[src/sv/sife_pkg.sv]
// Shared types, constants and marker tables for the stream id field extractor.
// Used by sife_front, sife_queue, sife_back and stream_id_field_extractor.
package sife_pkg;

  // Connection number width kept from the input
  localparam int CONN_BITS = 16;

  // Port payload widths
  localparam int IN_TDATA_W  = 24;
  localparam int OUT_TDATA_W = 80;
  localparam int CONN_OUT_W  = 16;

  // Marker lengths
  localparam int MARK_MAX = 28;
  localparam int LEN_A    = 26;
  localparam int LEN_B    = 28;
  localparam int LEN_P    = 8;

  // Queue between front and back
  localparam int QUEUE_DEPTH = 2;
  localparam int QPTR_W      = (QUEUE_DEPTH > 1) ? $clog2(QUEUE_DEPTH) : 1;
  localparam int QCNT_W      = $clog2(QUEUE_DEPTH + 1);

  // Parse phases
  localparam logic [1:0] PH_SEARCH = 2'd0;
  localparam logic [1:0] PH_SIGN   = 2'd1;
  localparam logic [1:0] PH_DIGITS = 2'd2;
  localparam logic [1:0] PH_DONE   = 2'd3;

  // Character codes
  localparam logic [7:0] CH_NL    = 8'h0A;
  localparam logic [7:0] CH_TAB   = 8'h09;
  localparam logic [7:0] CH_SPACE = 8'h20;
  localparam logic [7:0] CH_PLUS  = 8'h2B;
  localparam logic [7:0] CH_MINUS = 8'h2D;
  localparam logic [7:0] CH_ZERO  = 8'h30;
  localparam logic [7:0] CH_NINE  = 8'h39;

  // Saturation bounds
  localparam logic [35:0] MAG_LIMIT_W = 36'h080000000;
  localparam logic [31:0] MAG_LIMIT   = 32'h80000000;
  localparam logic [31:0] POS_MAX     = 32'h7FFFFFFF;

  typedef logic [CONN_BITS-1:0] conn_t;
  typedef logic [4:0] mlen_t;
  typedef logic [1:0] phase_t;
  typedef logic [QPTR_W-1:0] qptr_t;
  typedef logic [QCNT_W-1:0] qcnt_t;
  typedef logic [MARK_MAX-1:0][7:0] mark_t;
  typedef logic [MARK_MAX-1:0][MARK_MAX:0] border_t;

  // One classified stream word
  typedef struct packed {
    logic       is_nl;
    logic       is_blank;
    logic       is_minus;
    logic       is_plus;
    logic       is_digit;
    logic [3:0] digit;
    logic [7:0] data;
    conn_t      conn;
  } item_t;

  // Back-end state seen by the top level
  typedef struct packed {
    phase_t phase;
    mlen_t  match_first;
    mlen_t  match_second;
    logic   simple_mode;
  } back_status_t;

  // Unpack a string literal into byte order, first character at index 0
  function automatic mark_t to_mark(logic [8*MARK_MAX-1:0] s, int len);
    mark_t m;
    int    i;
    m = '0;
    for (i = 0; i < len; i++) begin
      m[i] = s[8*(len-1-i) +: 8];
    end
    return m;
  endfunction

  // b[q][k]: first k-1 marker bytes equal the last k-1 of the q matched bytes
  function automatic border_t make_border(mark_t m, int len);
    border_t b;
    int      q;
    int      k;
    int      i;
    logic    ok;
    b = '0;
    for (q = 0; q < len; q++) begin
      for (k = 1; k <= q + 1; k++) begin
        ok = 1'b1;
        for (i = 0; i + 1 < k; i++) begin
          if (m[i] != m[q-k+1+i]) begin
            ok = 1'b0;
          end
        end
        b[q][k] = ok;
      end
    end
    return b;
  endfunction

  // Next matched length: longest candidate whose border fits and whose byte matches
  function automatic mlen_t kmp_next(mark_t m, int len, border_t b, mlen_t q,
                                     logic [7:0] c);
    mlen_t qq;
    mlen_t nxt;
    int    k;
    qq  = (int'(q) >= len) ? '0 : q;
    nxt = '0;
    for (k = 1; k <= MARK_MAX; k++) begin
      if ((k <= len) && (k <= int'(qq) + 1) && b[qq][k] && (m[k-1] == c)) begin
        nxt = mlen_t'(k);
      end
    end
    return nxt;
  endfunction

  localparam mark_t MARK_A = to_mark("\n{\nname: \"kn_id\",\nvalue: \"", LEN_A);
  localparam mark_t MARK_B = to_mark("\n{\nname : \"kn_id\",\nvalue : \"", LEN_B);
  localparam mark_t MARK_P = to_mark("\nkn_id: ", LEN_P);

  localparam border_t BORDER_A = make_border(MARK_A, LEN_A);
  localparam border_t BORDER_B = make_border(MARK_B, LEN_B);
  localparam border_t BORDER_P = make_border(MARK_P, LEN_P);

endpackage

[src/sv/sife_front.sv]
// Front end: classifies each incoming stream word for the parser.
// Depends on sife_pkg.
module sife_front (
  input  logic [sife_pkg::IN_TDATA_W-1:0] s_tdata, // data_byte[7:0], conn_id[23:8]
  output sife_pkg::item_t                 item
);

  logic [7:0]  data_byte;
  logic [15:0] conn_id;
  logic [7:0]  digit_off;

  assign data_byte = s_tdata[7:0];
  assign conn_id   = s_tdata[23:8];
  assign digit_off = data_byte - sife_pkg::CH_ZERO;

  // Classify the byte
  always_comb begin
    item.is_nl    = (data_byte == sife_pkg::CH_NL);
    item.is_blank = (data_byte == sife_pkg::CH_SPACE) || (data_byte == sife_pkg::CH_TAB);
    item.is_minus = (data_byte == sife_pkg::CH_MINUS);
    item.is_plus  = (data_byte == sife_pkg::CH_PLUS);
    item.is_digit = (data_byte >= sife_pkg::CH_ZERO) && (data_byte <= sife_pkg::CH_NINE);
    item.digit    = digit_off[3:0];
    item.data     = data_byte;
    item.conn     = sife_pkg::conn_t'(conn_id);
  end

endmodule

[src/sv/sife_queue.sv]
// Short queue of classified words between the front and back ends.
// Depends on sife_pkg.
module sife_queue (
  input  logic            clk,
  input  logic            rst,
  input  logic            push,
  input  sife_pkg::item_t push_item,
  output logic            full,
  input  logic            pop,
  output logic            head_valid,
  output sife_pkg::item_t head_item
);

  sife_pkg::item_t mem [sife_pkg::QUEUE_DEPTH];
  sife_pkg::qptr_t wr_ptr;
  sife_pkg::qptr_t rd_ptr;
  sife_pkg::qcnt_t count;
  logic            do_push;
  logic            do_pop;

  assign full       = (count == sife_pkg::qcnt_t'(sife_pkg::QUEUE_DEPTH));
  assign head_valid = (count != '0);
  assign head_item  = mem[rd_ptr];
  assign do_push    = push && !full;
  assign do_pop     = pop && head_valid;

  // Advance pointers and occupancy
  always_ff @(posedge clk) begin
    if (rst) begin
      wr_ptr <= '0;
      rd_ptr <= '0;
      count  <= '0;
    end else begin
      if (do_push) begin
        wr_ptr <= (wr_ptr == sife_pkg::qptr_t'(sife_pkg::QUEUE_DEPTH - 1)) ? '0 : wr_ptr + 1'b1;
      end
      if (do_pop) begin
        rd_ptr <= (rd_ptr == sife_pkg::qptr_t'(sife_pkg::QUEUE_DEPTH - 1)) ? '0 : rd_ptr + 1'b1;
      end
      if (do_push && !do_pop) begin
        count <= count + 1'b1;
      end else if (do_pop && !do_push) begin
        count <= count - 1'b1;
      end
    end
  end

  // Store the incoming word
  always_ff @(posedge clk) begin
    if (do_push) begin
      mem[wr_ptr] <= push_item;
    end
  end

endmodule

[src/sv/sife_back.sv]
// Back end: marker matchers, atoi-style parser, byte counter and result register.
// Depends on sife_pkg.
module sife_back (
  input  logic                             clk,
  input  logic                             rst,
  input  logic                             cfg_we,
  input  logic                             cfg_wdata,
  input  logic                             head_valid,
  input  sife_pkg::item_t                  head_item,
  output logic                             pop,
  output logic                             m_tvalid,
  input  logic                             m_tready,
  output logic [sife_pkg::OUT_TDATA_W-1:0] m_tdata, // id_value[31:0], byte_total[63:32],
                                                    // conn_out[79:64]
  output sife_pkg::back_status_t           status
);

  logic             simple_mode;
  sife_pkg::phase_t phase;
  sife_pkg::phase_t phase_next;
  sife_pkg::mlen_t  match_first;
  sife_pkg::mlen_t  match_first_next;
  sife_pkg::mlen_t  match_second;
  sife_pkg::mlen_t  match_second_next;
  logic [31:0]      accum;
  logic [31:0]      accum_next;
  logic             negative;
  logic             negative_next;
  logic [31:0]      byte_counter;
  logic [31:0]      byte_counter_next;
  logic             emit;
  logic [31:0]      id_word;
  logic [35:0]      prod;
  logic [31:0]      sat;
  sife_pkg::mlen_t  adv_a;
  sife_pkg::mlen_t  adv_b;
  sife_pkg::mlen_t  adv_p;
  logic             hit;

  // Take a word when the result slot is free or draining
  assign pop = head_valid && (!m_tvalid || m_tready);

  assign status.phase        = phase;
  assign status.match_first  = match_first;
  assign status.match_second = match_second;
  assign status.simple_mode  = simple_mode;

  // Matcher steps for each marker
  always_comb begin
    adv_a = sife_pkg::kmp_next(sife_pkg::MARK_A, sife_pkg::LEN_A, sife_pkg::BORDER_A,
                               match_first, head_item.data);
    adv_b = sife_pkg::kmp_next(sife_pkg::MARK_B, sife_pkg::LEN_B, sife_pkg::BORDER_B,
                               match_second, head_item.data);
    adv_p = sife_pkg::kmp_next(sife_pkg::MARK_P, sife_pkg::LEN_P, sife_pkg::BORDER_P,
                               match_first, head_item.data);
  end

  // Accumulate one digit with saturation at 2^31
  always_comb begin
    prod = ({4'b0, accum} << 3) + ({4'b0, accum} << 1) + 36'(head_item.digit);
    sat  = (prod > sife_pkg::MAG_LIMIT_W) ? sife_pkg::MAG_LIMIT : prod[31:0];
  end

  // Final signed value, clamp positive overflow
  assign id_word = negative ? (32'd0 - accum)
                            : (accum[31] ? sife_pkg::POS_MAX : accum);

  // Next-state logic for one word
  always_comb begin
    phase_next        = phase;
    match_first_next  = match_first;
    match_second_next = match_second;
    accum_next        = accum;
    negative_next     = negative;
    byte_counter_next = byte_counter + 32'd1;
    emit              = 1'b0;
    hit               = 1'b0;
    case (phase)
      sife_pkg::PH_SEARCH: begin
        if (simple_mode) begin
          match_first_next  = adv_p;
          match_second_next = adv_p;
          hit = (adv_p == sife_pkg::mlen_t'(sife_pkg::LEN_P));
        end else begin
          match_first_next  = adv_a;
          match_second_next = adv_b;
          hit = (adv_a == sife_pkg::mlen_t'(sife_pkg::LEN_A)) ||
                (adv_b == sife_pkg::mlen_t'(sife_pkg::LEN_B));
        end
        if (hit) begin
          match_first_next  = '0;
          match_second_next = '0;
          phase_next        = sife_pkg::PH_SIGN;
          accum_next        = '0;
          negative_next     = 1'b0;
        end
      end
      default: begin
        if (head_item.is_nl) begin
          emit              = 1'b1;
          phase_next        = sife_pkg::PH_SEARCH;
          match_first_next  = '0;
          match_second_next = '0;
          accum_next        = '0;
          negative_next     = 1'b0;
        end else if (phase == sife_pkg::PH_SIGN && head_item.is_blank) begin
          phase_next = sife_pkg::PH_SIGN;
        end else if (phase == sife_pkg::PH_SIGN && (head_item.is_minus || head_item.is_plus)) begin
          negative_next = head_item.is_minus;
          phase_next    = sife_pkg::PH_DIGITS;
        end else if (phase == sife_pkg::PH_SIGN || phase == sife_pkg::PH_DIGITS) begin
          if (head_item.is_digit) begin
            accum_next = sat;
            phase_next = sife_pkg::PH_DIGITS;
          end else begin
            phase_next = sife_pkg::PH_DONE;
          end
        end
      end
    endcase
  end

  // Parser state and mode register
  always_ff @(posedge clk) begin
    if (rst) begin
      simple_mode  <= 1'b0;
      phase        <= sife_pkg::PH_SEARCH;
      match_first  <= '0;
      match_second <= '0;
      accum        <= '0;
      negative     <= 1'b0;
      byte_counter <= '0;
    end else begin
      if (pop) begin
        phase        <= phase_next;
        match_first  <= match_first_next;
        match_second <= match_second_next;
        accum        <= accum_next;
        negative     <= negative_next;
        byte_counter <= byte_counter_next;
      end
      if (cfg_we) begin
        simple_mode  <= cfg_wdata;
        match_first  <= '0;
        match_second <= '0;
      end
    end
  end

  // Result valid flag
  always_ff @(posedge clk) begin
    if (rst) begin
      m_tvalid <= 1'b0;
    end else if (pop && emit) begin
      m_tvalid <= 1'b1;
    end else if (m_tready) begin
      m_tvalid <= 1'b0;
    end
  end

  // Hold the result word
  always_ff @(posedge clk) begin
    if (pop && emit) begin
      m_tdata <= {sife_pkg::CONN_OUT_W'(head_item.conn), byte_counter_next, id_word};
    end
  end

endmodule

[src/sv/stream_id_field_extractor.sv]
// Top level: front classifier, word queue and back-end parser.
// Path: an accepted word is stored in the queue, then the back end consumes it and registers the result.
// Throughput: one byte per cycle while the result slot is free or draining; the matcher and digit
// accumulator in the back end are combinational; the two-entry queue buffers words during output stalls.
// Reset: rst is synchronous and clears mode, matchers, parser state and counter.
module stream_id_field_extractor (
  input  logic                             clk,
  input  logic                             rst,
  input  logic                             cfg_we,
  input  logic                             cfg_wdata,  // simple_mode
  input  logic                             s_tvalid,
  output logic                             s_tready,
  input  logic [sife_pkg::IN_TDATA_W-1:0]  s_tdata,    // data_byte[7:0], conn_id[23:8]
  output logic                             m_tvalid,
  input  logic                             m_tready,
  output logic [sife_pkg::OUT_TDATA_W-1:0] m_tdata     // id_value[31:0], byte_total[63:32],
                                                       // conn_out[79:64]
);

  sife_pkg::item_t        in_item;
  sife_pkg::item_t        head_item;
  logic                   q_full;
  logic                   q_valid;
  logic                   q_pop;
  sife_pkg::back_status_t st;

  assign s_tready = !q_full;

  sife_front u_front (
    .s_tdata (s_tdata),
    .item    (in_item)
  );

  sife_queue u_queue (
    .clk        (clk),
    .rst        (rst),
    .push       (s_tvalid),
    .push_item  (in_item),
    .full       (q_full),
    .pop        (q_pop),
    .head_valid (q_valid),
    .head_item  (head_item)
  );

  sife_back u_back (
    .clk        (clk),
    .rst        (rst),
    .cfg_we     (cfg_we),
    .cfg_wdata  (cfg_wdata),
    .head_valid (q_valid),
    .head_item  (head_item),
    .pop        (q_pop),
    .m_tvalid   (m_tvalid),
    .m_tready   (m_tready),
    .m_tdata    (m_tdata),
    .status     (st)
  );

  // Simple mode drives both matchers identically
  a_simple_pair: assert property (@(posedge clk) disable iff (rst)
    st.simple_mode |-> (st.match_first == st.match_second))
    else $error("matchers diverge in simple mode");

  // Matchers rest at zero while a value is being parsed
  a_parse_idle: assert property (@(posedge clk) disable iff (rst)
    (st.phase != sife_pkg::PH_SEARCH) |->
      (st.match_first == '0 && st.match_second == '0))
    else $error("matcher active outside search");

  // A result appears only after the back end took a word
  a_result_src: assert property (@(posedge clk) disable iff (rst)
    $rose(m_tvalid) |-> $past(q_pop))
    else $error("result without consumed word");

  // Stored match length stays below the longest marker
  a_match_range: assert property (@(posedge clk) disable iff (rst)
    (st.match_first < sife_pkg::mlen_t'(sife_pkg::LEN_B)) &&
    (st.match_second < sife_pkg::mlen_t'(sife_pkg::LEN_B)))
    else $error("match length out of range");

endmodule

[config.mk]
export PLATFORM = sky130hd
export DESIGN_NAME = stream_id_field_extractor
export DESIGN_NICKNAME = d
export VERILOG_FILES = /design/src/sv/sife_pkg.sv /design/src/sv/sife_front.sv /design/src/sv/sife_queue.sv /design/src/sv/sife_back.sv /design/src/sv/stream_id_field_extractor.sv
export SDC_FILE = /design/constraint.sdc
export NUM_CORES = 1
export LEC_CHECK = 0
export ABC_CLOCK_PERIOD_IN_PS = 10900
export BUFFER_PORTS_ARGS = -buffer_cell sky130_fd_sc_hd__buf_2
export CORE_MARGIN = 2
export CORE_UTILIZATION = 40
export DETAILED_ROUTE_END_ITERATION = 8
export HOLD_SLACK_MARGIN = 0.06
export PLACE_DENSITY = 0.56
export SKIP_CTS_REPAIR_TIMING = 1
export SLEW_MARGIN = 10
export SYNTH_ARGS = -nofsm -noshare
export SYNTH_HDL_FRONTEND = slang
export SYNTH_SLANG_ARGS = --single-unit
[constraint.sdc]
create_clock -name clk -period 10.9 [get_ports clk]
set_input_delay 2.18 -clock clk [delete_from_list [all_inputs] [get_ports clk]]
set_output_delay 2.18 -clock clk [all_outputs]
set_load 0.05 [all_outputs]
==> results of run 1 <==
==> Yosys cell counts, types with 7 or more instances <==
master / number
a31oi_1: 16
buf_2: 13
nand4_1: 25
nand2_1: 161
xnor2_1: 45
a21o_1: 13
o21ai_1: 33
nand3_1: 47
nor2_1: 106
o21ai_0: 60
o31ai_1: 11
ha_1: 88
or2_2: 11
or3_1: 26
nor2b_1: 16
a211oi_1: 8
a21oi_1: 105
and2_1: 16
mux2_2: 19
edfxtp_1: 138
nand3b_1: 7
mux2i_1: 9
clkbuf_1: 39
dfxtp_1: 84
nand2b_1: 11
inv_1: 43
and3_1: 14
o21a_1: 14
nor3_1: 36
nor4_1: 7
xor2_1: 41
==> path summary, 6_finish.rpt <==
path	slack (ns)	cells past startpoint	endpoint	startpoint
worst max-delay path	5.68	9	u_back.accum[11]	m_tready
worst max register to register	5.85	14	u_back.accum[11]	register
worst min register to register	0.47	2	u_back.match_second[1]	u_back.match_second[1]
worst min-delay path	0.47	2	u_back.match_second[1]	u_back.match_second[1]
==> worst reg2reg max path: cells and delay by family (launching register included) <==
family / cells / cell delay, ns
DFF: 1 / 0.96
adders and majority gates: 3 / 0.86
and+or+nand+nor: 3 / 1.29
AOI/OAI and AO/OA: 6 / 1.33
muxes: 1 / 0.44
buffers and inverters: 1 / 0.06
==> per-stage QoR <==
stage	hold slack (ns)	std cells	instance area, µm²	util
2_1_floorplan	0.440	1415	13400	-
3_3_place_gp	0.460	1924	14400	0.433
3_5_place_dp	0.467	1924	14400	0.433
4_1_cts	0.477	1972	15200	0.457
5_1_grt	0.514	1972	15200	0.457
6_report	0.473	1972	15200	0.457
==> area by class of cell <==
class	instances	area share
clock buffers	35	0.0485
clock inverters	13	0.00469
inverters	44	0.0109
multi-input cells	1090	0.475
flip-flops and latches	222	0.383
well taps	448	0.0369
repair buffers	120	0.0410
==> state kept, by name, indices dropped and copies added, names as in the netlist, 2 cells and up, named ones only <==
name                 cells
u_back.m_tdata          80
u_queue.count            2
u_back.byte_counter     32
u_back.phase             2
u_back.match_first       5
u_back.match_second      5
u_queue.mem             58
u_back.accum            32
==> where the power goes <==
part | internal (µW) | leakage (µW) | switching [µW] | total, µW
sequential | 947 | 0.00202 | 50.7 | 998
combinational | 106 | 0.00366 | 183 | 288
clock | 474 | 0.000400 | 341 | 815
==> cells by family after synthesis <==
group           Yosys count  synth area share
compound gates          339             0.159
flops                   222             0.433
buf+inv                 103            0.0302
simple gates            547             0.215
fa+ha+maj                90            0.0849
mux                      28            0.0226
xor+xnor                 86            0.0560
==> metal layers <==
metal | track usage | up-vias | wire, µm
met5 | 0 | - | 0
met4 | 0.0568 | 0 | 895
met3 | 0.0338 | 71 | 2180
met2 | 0.297 | 346 | 14500
met1 | 0.266 | 5112 | 16100
li1 | - | 5407 | -
==> results.py, run 1 <==
metrics = {
    "cts": {
        "htree_levels": 1,
        "cts.sinks": 222,
        "clk_path_buf_depth": 3,
        "worstSkewPairLatency_ns": 0.53,
        "clk_transition_reported_paths_ns": 0.06,
        "cts-buffers-inserted": 26,
        "cts_tree": "yes",
        "root_buffer": "clkbuf_16",
    },
    "grt": {
        "grt_antenna_before_repair": 0,
        "gr-usage-all-layers": 0.189,
        "grt_start_max_net_pins": 81,
        "gr-total-overflow": 0,
        "grt_pass1_vias": 10300,
        "grt_pass1_wl_mm": 54.4,
    },
    "place": {
        "place.gp.congestion": 0.931,
        "pre_cts_ws_ns": 5.08,
        "dp_hpwl_mm": 24.2,
        "portBuffers": 111,
    },
    "setup_path": {
        "worstPathArrival_ns": 5.65,
        "worstSetupPathType": "in -> reg",
        "crit_path_start_kind": "input pin",
        "path_max_fanout": 31,
        "cp_cell_sequence": "buf_2 > nand2b_1 > o21a_1 > clkinv_1 > nor4b_1 > nand2_1 > nor2_1 > nand4_2 > o31ai_1",
        "end_kind": "register",
        "cpMaxStageDelayCell": "nand4_2",
        "critical-path-top-delay-family": "simple AND/OR/NAND/NOR gates",
        "worst_path_largest_cell_delay_ns": 0.76,
        "timing.critical_path.buf_inv": 2,
        "cp.required_ns": 11.34,
    },
    "die": {
        "core_um2": 33300,
        "rows": 67,
        "start_util": 0.404,
        "dieArea_um2": 35100,
        "die_y_um": 187,
        "die_width_um": 187,
        "ios": 112,
    },
    "route": {
        "vias": 10900,
        "drc": 0,
        "drtAntennaViolNets": 0,
        "routed_via_density": 5.55,
        "first_iter_violations": 843,
        "wl_mm": 33.6,
        "dr.pass1.iters": 5,
        "wl_per_cell_um": 17.1,
    },
    "layout": {
        "drive_gt1_frac": 0.155,
        "regArea_um2": 5830,
        "diodes": 0,
        "nets": 1624,
        "mostFrequentLayoutCells": "nand2_1, edfxtp_1, buf_2",
        "multiInputGateArea_um2": 7220,
        "n_fill_cell": 3196,
        "layout_commonest_cell": "nand2_1",
        "area_growth_pct": 13.1,
    },
    "synthesis": {
        "ys_types": 97,
        "ys_top_cells_by_area": "edfxtp_1, dfxtp_1, ha_1",
        "async_flop_share": 0,
        "ys.warnings.count": 0,
        "ys_seq_elements": 222,
        "synth_flop_cell": "edfxtp_1",
        "syn_area_per_cell_um2": 9.50,
        "syn_inst": 1415,
        "ys_seq_area_frac": 0.433,
        "synth-edff-count": 138,
        "yosysTopAreaCellShare": 0.308,
        "netlist_area_um2": 13400,
        "synth_fp_nets": 1535,
        "synth.largest_area_cell": "edfxtp_1",
    },
    "worst_hold_path": {
        "hold_class": "reg -> reg",
    },
    "timing": {
        "fin_tns_setup_ns": 0,
        "tightest_slew_ns": 1.09,
        "rsz0062_at_grt": "false",
        "finalCritPeriodShare": 0.479,
        "setup_viol": 0,
        "fin_ws_ns": 5.68,
        "hold_viol_final": 0,
        "clock.fmax_ghz": 0.192,
        "maxSlewHeadroom": 0.276,
        "fin_skew_ns": 0.00860,
        "finalCriticalPeriod_ns": 5.22,
        "maxSlewViolCount": 0,
    },
    "status": {
        "status": "completed",
    },
    "power_and_ir_drop": {
        "p_per_area_nw_per_um2": 138,
        "cellLeakagePower_uw": 0.00608,
        "ir_drop_uv": 107,
        "power_uw": 2100,
    },
    "flow_run": {
        "max_cap_violations": 0,
    },
}
(Power assumes the default switching activity.)
==> run 2: changes to the inputs <==
ABC_CLOCK_PERIOD_IN_PS = 4310   (was 10900)
PLACE_DENSITY = 0.58   (was 0.56)
clock period = 4.31 ns   (was 10.9 ns; I/O delays follow)
==> run 2 against run 1 <==
  * Sequential share of layout area decreased by 0.61 points
  * Non-clock buffer count increased by 16
  * Largest cell class unchanged
  * Largest power group unchanged
  * Cell count increased by 0.81%
  * Highest routed layer unchanged
==> results.py, run 2 (same netlist as run 1, synthesis figures left out) <==
metrics = {
    "place": {
        "post_dp_cell_area_um2": 14500,
        "place.gp.congestion": 0.933,
        "portBuffers": 111,
        "dp_cells": 1940,
        "dp_hpwl_mm": 25.5,
    },
    "worst_hold_path": {
        "holdCritStartpoint": "u_back.byte_counter[31]",
        "hold_class": "reg -> reg",
        "hold_depth": 2,
        "hold_path_end": "u_back.byte_counter[31]",
    },
    "power_and_ir_drop": {
        "cellLeakagePower_uw": 0.00622,
        "p_per_area_nw_per_um2": 364,
        "power_uw": 5630,
        "ir_drop_uv": 302,
    },
    "route": {
        "drc": 0,
        "routed_via_density": 5.55,
        "first_iter_violations": 725,
        "dr.pass1.iters": 7,
        "wl_mm": 34.6,
        "wl_per_cell_um": 17.4,
        "vias": 11000,
        "drtAntennaViolNets": 0,
    },
    "layout": {
        "mostFrequentLayoutCells": "nand2_1, edfxtp_1, buf_2",
        "area_growth_pct": 14.9,
        "finalInstanceArea_um2": 15500,
        "reg_top3": "u_back.m_tdata (80), u_queue.mem (58)",
        "largest_reg_flops": 80,
        "final_cells": 1988,
        "nets": 1640,
        "layout_commonest_cell": "nand2_1",
        "largest-register": "u_back.m_tdata",
        "n_fill_cell": 3202,
        "diodes": 0,
        "drive_gt1_frac": 0.167,
    },
    "setup_path": {
        "worstSetupPathType": "reg -> reg",
        "cp.required_ns": 4.77,
        "r2r_cells": 16,
        "crit_path_start_kind": "register",
        "path_max_fanout": 21,
        "end_kind": "register",
        "worstReg2RegEnd": "u_back.accum[11]",
        "worstPathArrival_ns": 4.27,
        "regToRegSetupSlack_ns": 0.50,
    },
    "cts": {
        "clk_transition_reported_paths_ns": 0.06,
        "htree_levels": 1,
        "root_buffer": "clkbuf_16",
        "cts.sinks": 222,
        "clk_path_buf_depth": 3,
        "cts_tree": "yes",
        "worstSkewPairLatency_ns": 0.54,
        "cts-buffers-inserted": 26,
    },
    "grt": {
        "grt_pass1_vias": 10400,
        "grt_pass1_wl_mm": 55.8,
        "gr-usage-all-layers": 0.195,
        "grt_antenna_before_repair": 0,
        "grt_start_max_net_pins": 49,
        "gr-total-overflow": 0,
    },
    "timing": {
        "hold_viol_final": 0,
        "fin_skew_ns": 0.0140,
        "clock.fmax_ghz": 0.263,
        "setup_viol": 0,
        "tightest_slew_ns": 1.19,
        "fin_tns_setup_ns": 0,
        "finalCritPeriodShare": 0.884,
        "rsz0062_at_grt": "false",
        "maxSlewViolCount": 0,
        "maxSlewHeadroom": 0.204,
        "finalCriticalPeriod_ns": 3.81,
    },
    "die": {
        "rows": 67,
        "core_um2": 33300,
        "die_width_um": 187,
        "dieArea_um2": 35100,
        "start_util": 0.404,
        "ios": 112,
        "die_y_um": 187,
    },
    "flow_run": {
        "max_cap_violations": 0,
    },
    "status": {
        "status": "completed",
    },
}
[run 2: cell types whose count changed in the layout (fill, tap and decap cells not counted), sizes merged]
| cell | delta |
|---|---|
| inv | +5 |
| clkinv | -6 |
| buf | +16 |
| bufinv | +4 |
| clkbuf | -3 |
[run 2: stage by stage]
step | util | hold slack, ns | setup slack [ns]
2_1_floorplan | - | 0.440 | 0.287
6_report | 0.464 | 0.498 | 0.501
4_1_cts | 0.464 | 0.493 | 0.495
3_5_place_dp | 0.437 | 0.493 | 0.524
5_1_grt | 0.464 | 0.491 | 0.179
3_3_place_gp | 0.437 | 0.475 | 0.594
[run 2: cell type report]
cell class,count,area [µm²],share of cell area
Inverter,44,166,0.0108
Multi-Input combinational cell,1090,7220,0.467
Clock buffer,32,714,0.0462
Sequential cell,222,5830,0.377
Clock inverter,16,206,0.0134
Timing Repair Buffer,136,756,0.0489
Tap cell,448,561,0.0363
[run 2: how the worst max path moves through the flow]
stage / cells past startpoint / slack [ns] / to / start
2_1_floorplan: 18 / 0.29 / u_back.accum[6] / register
3_3_place_gp: 14 / 0.59 / u_back.accum[11] / register
3_5_place_dp: 16 / 0.52 / u_back.accum[11] / register
4_1_cts: 16 / 0.49 / u_back.accum[11] / register
5_1_grt: 14 / 0.18 / u_back.accum[6] / register
6_report: 16 / 0.50 / u_back.accum[11] / register
[run 2: where the power goes]
group	switching, µW	internal [µW]	total [µW]
registers	71.0	2400	2470
logic	527	294	821
clock network	908	1430	2340
total	1510	4120	5630
[run 2: layer usage]
layer	routed length [µm]	part of all wire	global-route usage	vias up
met3	2250	0.065	0.0366	65
met5	0	0	0	-
met2	14800	0.43	0.299	379
li1	-	-	-	5423
met4	1200	0.035	0.0699	0
met1	16300	0.47	0.273	5157
[run 2: critical path: stages (launching register included)]
cell	delay (ns)
dfxtp_2	0.45
buf_4	0.34
o21ai_0	0.15
ha_1	0.20
ha_1	0.21
inv_1	0.08
fa_1	0.20
nor2b_1	0.07
o31ai_1	0.27
a21oi_1	0.17
a211oi_2	0.34
nor4b_1	0.11
or3_1	0.33
a22oi_2	0.21
nand4_2	0.13
buf_4	0.23
o31ai_1	0.23
==> run 3: changes to the inputs <==
ABC_AREA = 1   (was not set)
CAP_MARGIN = 20   (was not set)
GPL_TIMING_DRIVEN = 0   (was not set)
==> run 3 against run 2 <==
  * Utilization increased by 0.31 points
  * Combinational power rose to 2.8 times the previous value
  * Critical endpoint is now u_back.accum[24]
  * Count of clock-buffer cells in the layout is 2 higher
  * Register-to-register slack worse by 0.21 ns
==> results.py, run 3 <==
metrics = {
    "place": {
        "portBuffers": 110,
        "place.gp.congestion": 0.932,
        "pre_cts_ws_ns": 0.109,
        "dp_hpwl_mm": 32.6,
    },
    "timing": {
        "rsz0062_at_grt": "true",
        "hold_viol_final": 0,
        "tightest_slew_ns": 1.03,
        "fin_skew_ns": 0.0265,
        "finalCriticalPeriod_ns": 4.02,
        "maxSlewViolCount": 0,
        "fin_tns_setup_ns": 0,
        "fin_ws_ns": 0.289,
        "clock.fmax_ghz": 0.249,
        "maxSlewHeadroom": 0.316,
        "setup_viol": 0,
        "finalCritPeriodShare": 0.933,
    },
    "power_and_ir_drop": {
        "power_uw": 7380,
        "p_per_area_nw_per_um2": 444,
        "ir_drop_uv": 313,
        "cellLeakagePower_uw": 0.00746,
    },
    "synthesis": {
        "synth-compound-area-share": 0.130,
        "syn_area_per_cell_um2": 7.85,
        "synth-edff-count": 138,
        "ys_seq_area_frac": 0.403,
        "synth_top_family_by_area": "simple AND/OR/NAND/NOR gates",
        "yosysMostFrequentCell": "nand2_1",
        "netlist_area_um2": 14500,
        "ys.warnings.count": 0,
        "syn_inst": 1843,
        "yosys.area_share.adder": 0.0789,
        "yosysTopAreaCellShare": 0.287,
        "async_flop_share": 0,
        "synth_fp_nets": 1963,
        "ys_seq_elements": 222,
        "synth.largest_area_cell": "edfxtp_1",
        "synth-simple-area-share": 0.272,
        "ys_types": 60,
        "synth_flop_cell": "edfxtp_1",
        "ys_top_cells_by_area": "edfxtp_1, dfxtp_1, nand2_1",
        "muxShareOfSynthArea": 0.00216,
        "synthTopCellsByCount": "nand2_1, inv_1, nor2_1",
        "synth_xor_area_frac": 0.0297,
    },
    "worst_hold_path": {
        "holdCritStartpoint": "u_queue.rd_ptr",
        "hold_class": "reg -> reg",
    },
    "layout": {
        "multiInputGateArea_um2": 7470,
        "n_fill_cell": 3531,
        "area_growth_pct": 15.0,
        "layout_commonest_cell": "nand2_1",
        "reg_top3": "u_back.m_tdata (80), u_queue.mem (58)",
        "nets": 2108,
        "largest_reg_flops": 80,
        "drive_gt1_frac": 0.146,
        "regArea_um2": 5830,
        "diodes": 0,
        "largest-register": "u_back.m_tdata",
        "mostFrequentLayoutCells": "nand2_1, inv_1, nor2_1",
    },
    "die": {
        "die_y_um": 194,
        "ios": 112,
        "core_um2": 35600,
        "rows": 69,
        "dieArea_um2": 37700,
        "die_width_um": 194,
        "start_util": 0.407,
    },
    "setup_path": {
        "crit_path_start_kind": "register",
        "cp_cell_sequence": "buf_6 > inv_4 > buf_12 > nand2_1 > o21ai_2 > ha_1 > ha_1 > inv_1 > fa_1 > o21ai_2 > a21oi_1 > o21bai_2 > nand3_1 > nand2_1 > xor2_1 > inv_1 > nand2_1 > nor2_2 > nand2_1 > nand2_1 > buf_4 > nand3_2 > a21oi_2",
        "cpMaxStageDelayCell": "fa_1",
        "worst_path_largest_cell_delay_ns": 0.43,
        "critPathMostFrequentCell": "nand2_1",
        "path_max_fanout": 10,
        "regToRegSetupSlack_ns": 0.29,
        "end_kind": "register",
        "cp.required_ns": 4.79,
        "worstPathArrival_ns": 4.50,
        "worstSetupPathType": "reg -> reg",
    },
    "grt": {
        "grt_antenna_before_repair": 0,
        "gr-usage-all-layers": 0.214,
        "gr-total-overflow": 0,
        "grt_pass1_vias": 12200,
        "grt_start_max_net_pins": 28,
        "grt_pass1_wl_mm": 65.5,
    },
    "cts": {
        "worstSkewPairLatency_ns": 0.55,
        "htree_levels": 1,
        "cts.sinks": 222,
        "clk_transition_reported_paths_ns": 0.06,
        "cts-buffers-inserted": 26,
        "root_buffer": "clkbuf_16",
        "clk_path_buf_depth": 3,
        "cts_tree": "yes",
    },
    "flow_run": {
        "max_cap_violations": 0,
    },
    "route": {
        "wl_per_cell_um": 16.7,
        "dr.pass1.iters": 5,
        "first_iter_violations": 867,
        "drtAntennaViolNets": 0,
        "drc": 0,
        "wl_mm": 41.1,
        "routed_via_density": 5.21,
        "vias": 12900,
    },
    "status": {
        "status": "completed",
    },
}
## run 3: logic make-up (layout without fill, tap and decap cells)
family / count (synthesis) / after routing
buffers and inverters: 304 / 468
adder cells (fa/ha/maj): 90 / 90
AND/OR/NAND/NOR: 852 / 852
multiplexers: 3 / 3
AO/OA/AOI/OAI: 323 / 323
flip-flops: 222 / 222
XOR/XNOR: 49 / 49
## run 3: cell type report
cell class / instances / share of cell area
plain buffers: 43 / 0.0146
clock buffers: 34 / 0.0453
clock inverters: 13 / 0.00685
repair buffers: 117 / 0.0400
inverters: 261 / 0.0591
well taps: 461 / 0.0347
flip-flops and latches: 222 / 0.350
multi-input cells: 1317 / 0.449
## run 3: report_power, final
| part | internal, µW | switching [µW] | leakage, µW |
|---|---|---|---|
| clock network | 1300 | 885 | 0.000430 |
| registers | 2690 | 205 | 0.00197 |
| logic | 607 | 1700 | 0.00506 |
| total | 4590 | 2790 | 0.00746 |
## run 3: routing by layer
metal	routed length, µm	up-vias	global-route usage
li1	-	6492	-
met5	0	-	0
met4	894	0	0.0491
met2	18300	322	0.342
met3	1860	59	0.0231
met1	20000	5985	0.312
## run 3: final timing paths
check                           to  depth (start not counted)
hold reg to reg     u_queue.rd_ptr                          1
hold / removal      u_queue.rd_ptr                          1
setup / recovery  u_back.accum[24]                         23
setup reg to reg  u_back.accum[24]                         23
## run 3: critical path: cells and delay by family (launching register included)
kind,cells,cell delay [ns]
compound gates,5,0.89
fa+ha+maj,3,0.96
buf+inv,6,0.76
xor+xnor,1,0.07
flops,1,0.34
simple gates,8,0.91
## run 3: metrics by stage
stage | util | hold WS, ns | instances | cell area (µm²)
6_report | 0.467 | 0.460 | 2468 | 16600
4_1_cts | 0.466 | 0.458 | 2467 | 16600
3_5_place_dp | 0.442 | 0.442 | 2420 | 15700
2_1_floorplan | - | 0.426 | 1843 | 14500
5_1_grt | 0.467 | 0.495 | 2468 | 16600
3_3_place_gp | 0.439 | 0.438 | 2414 | 15600
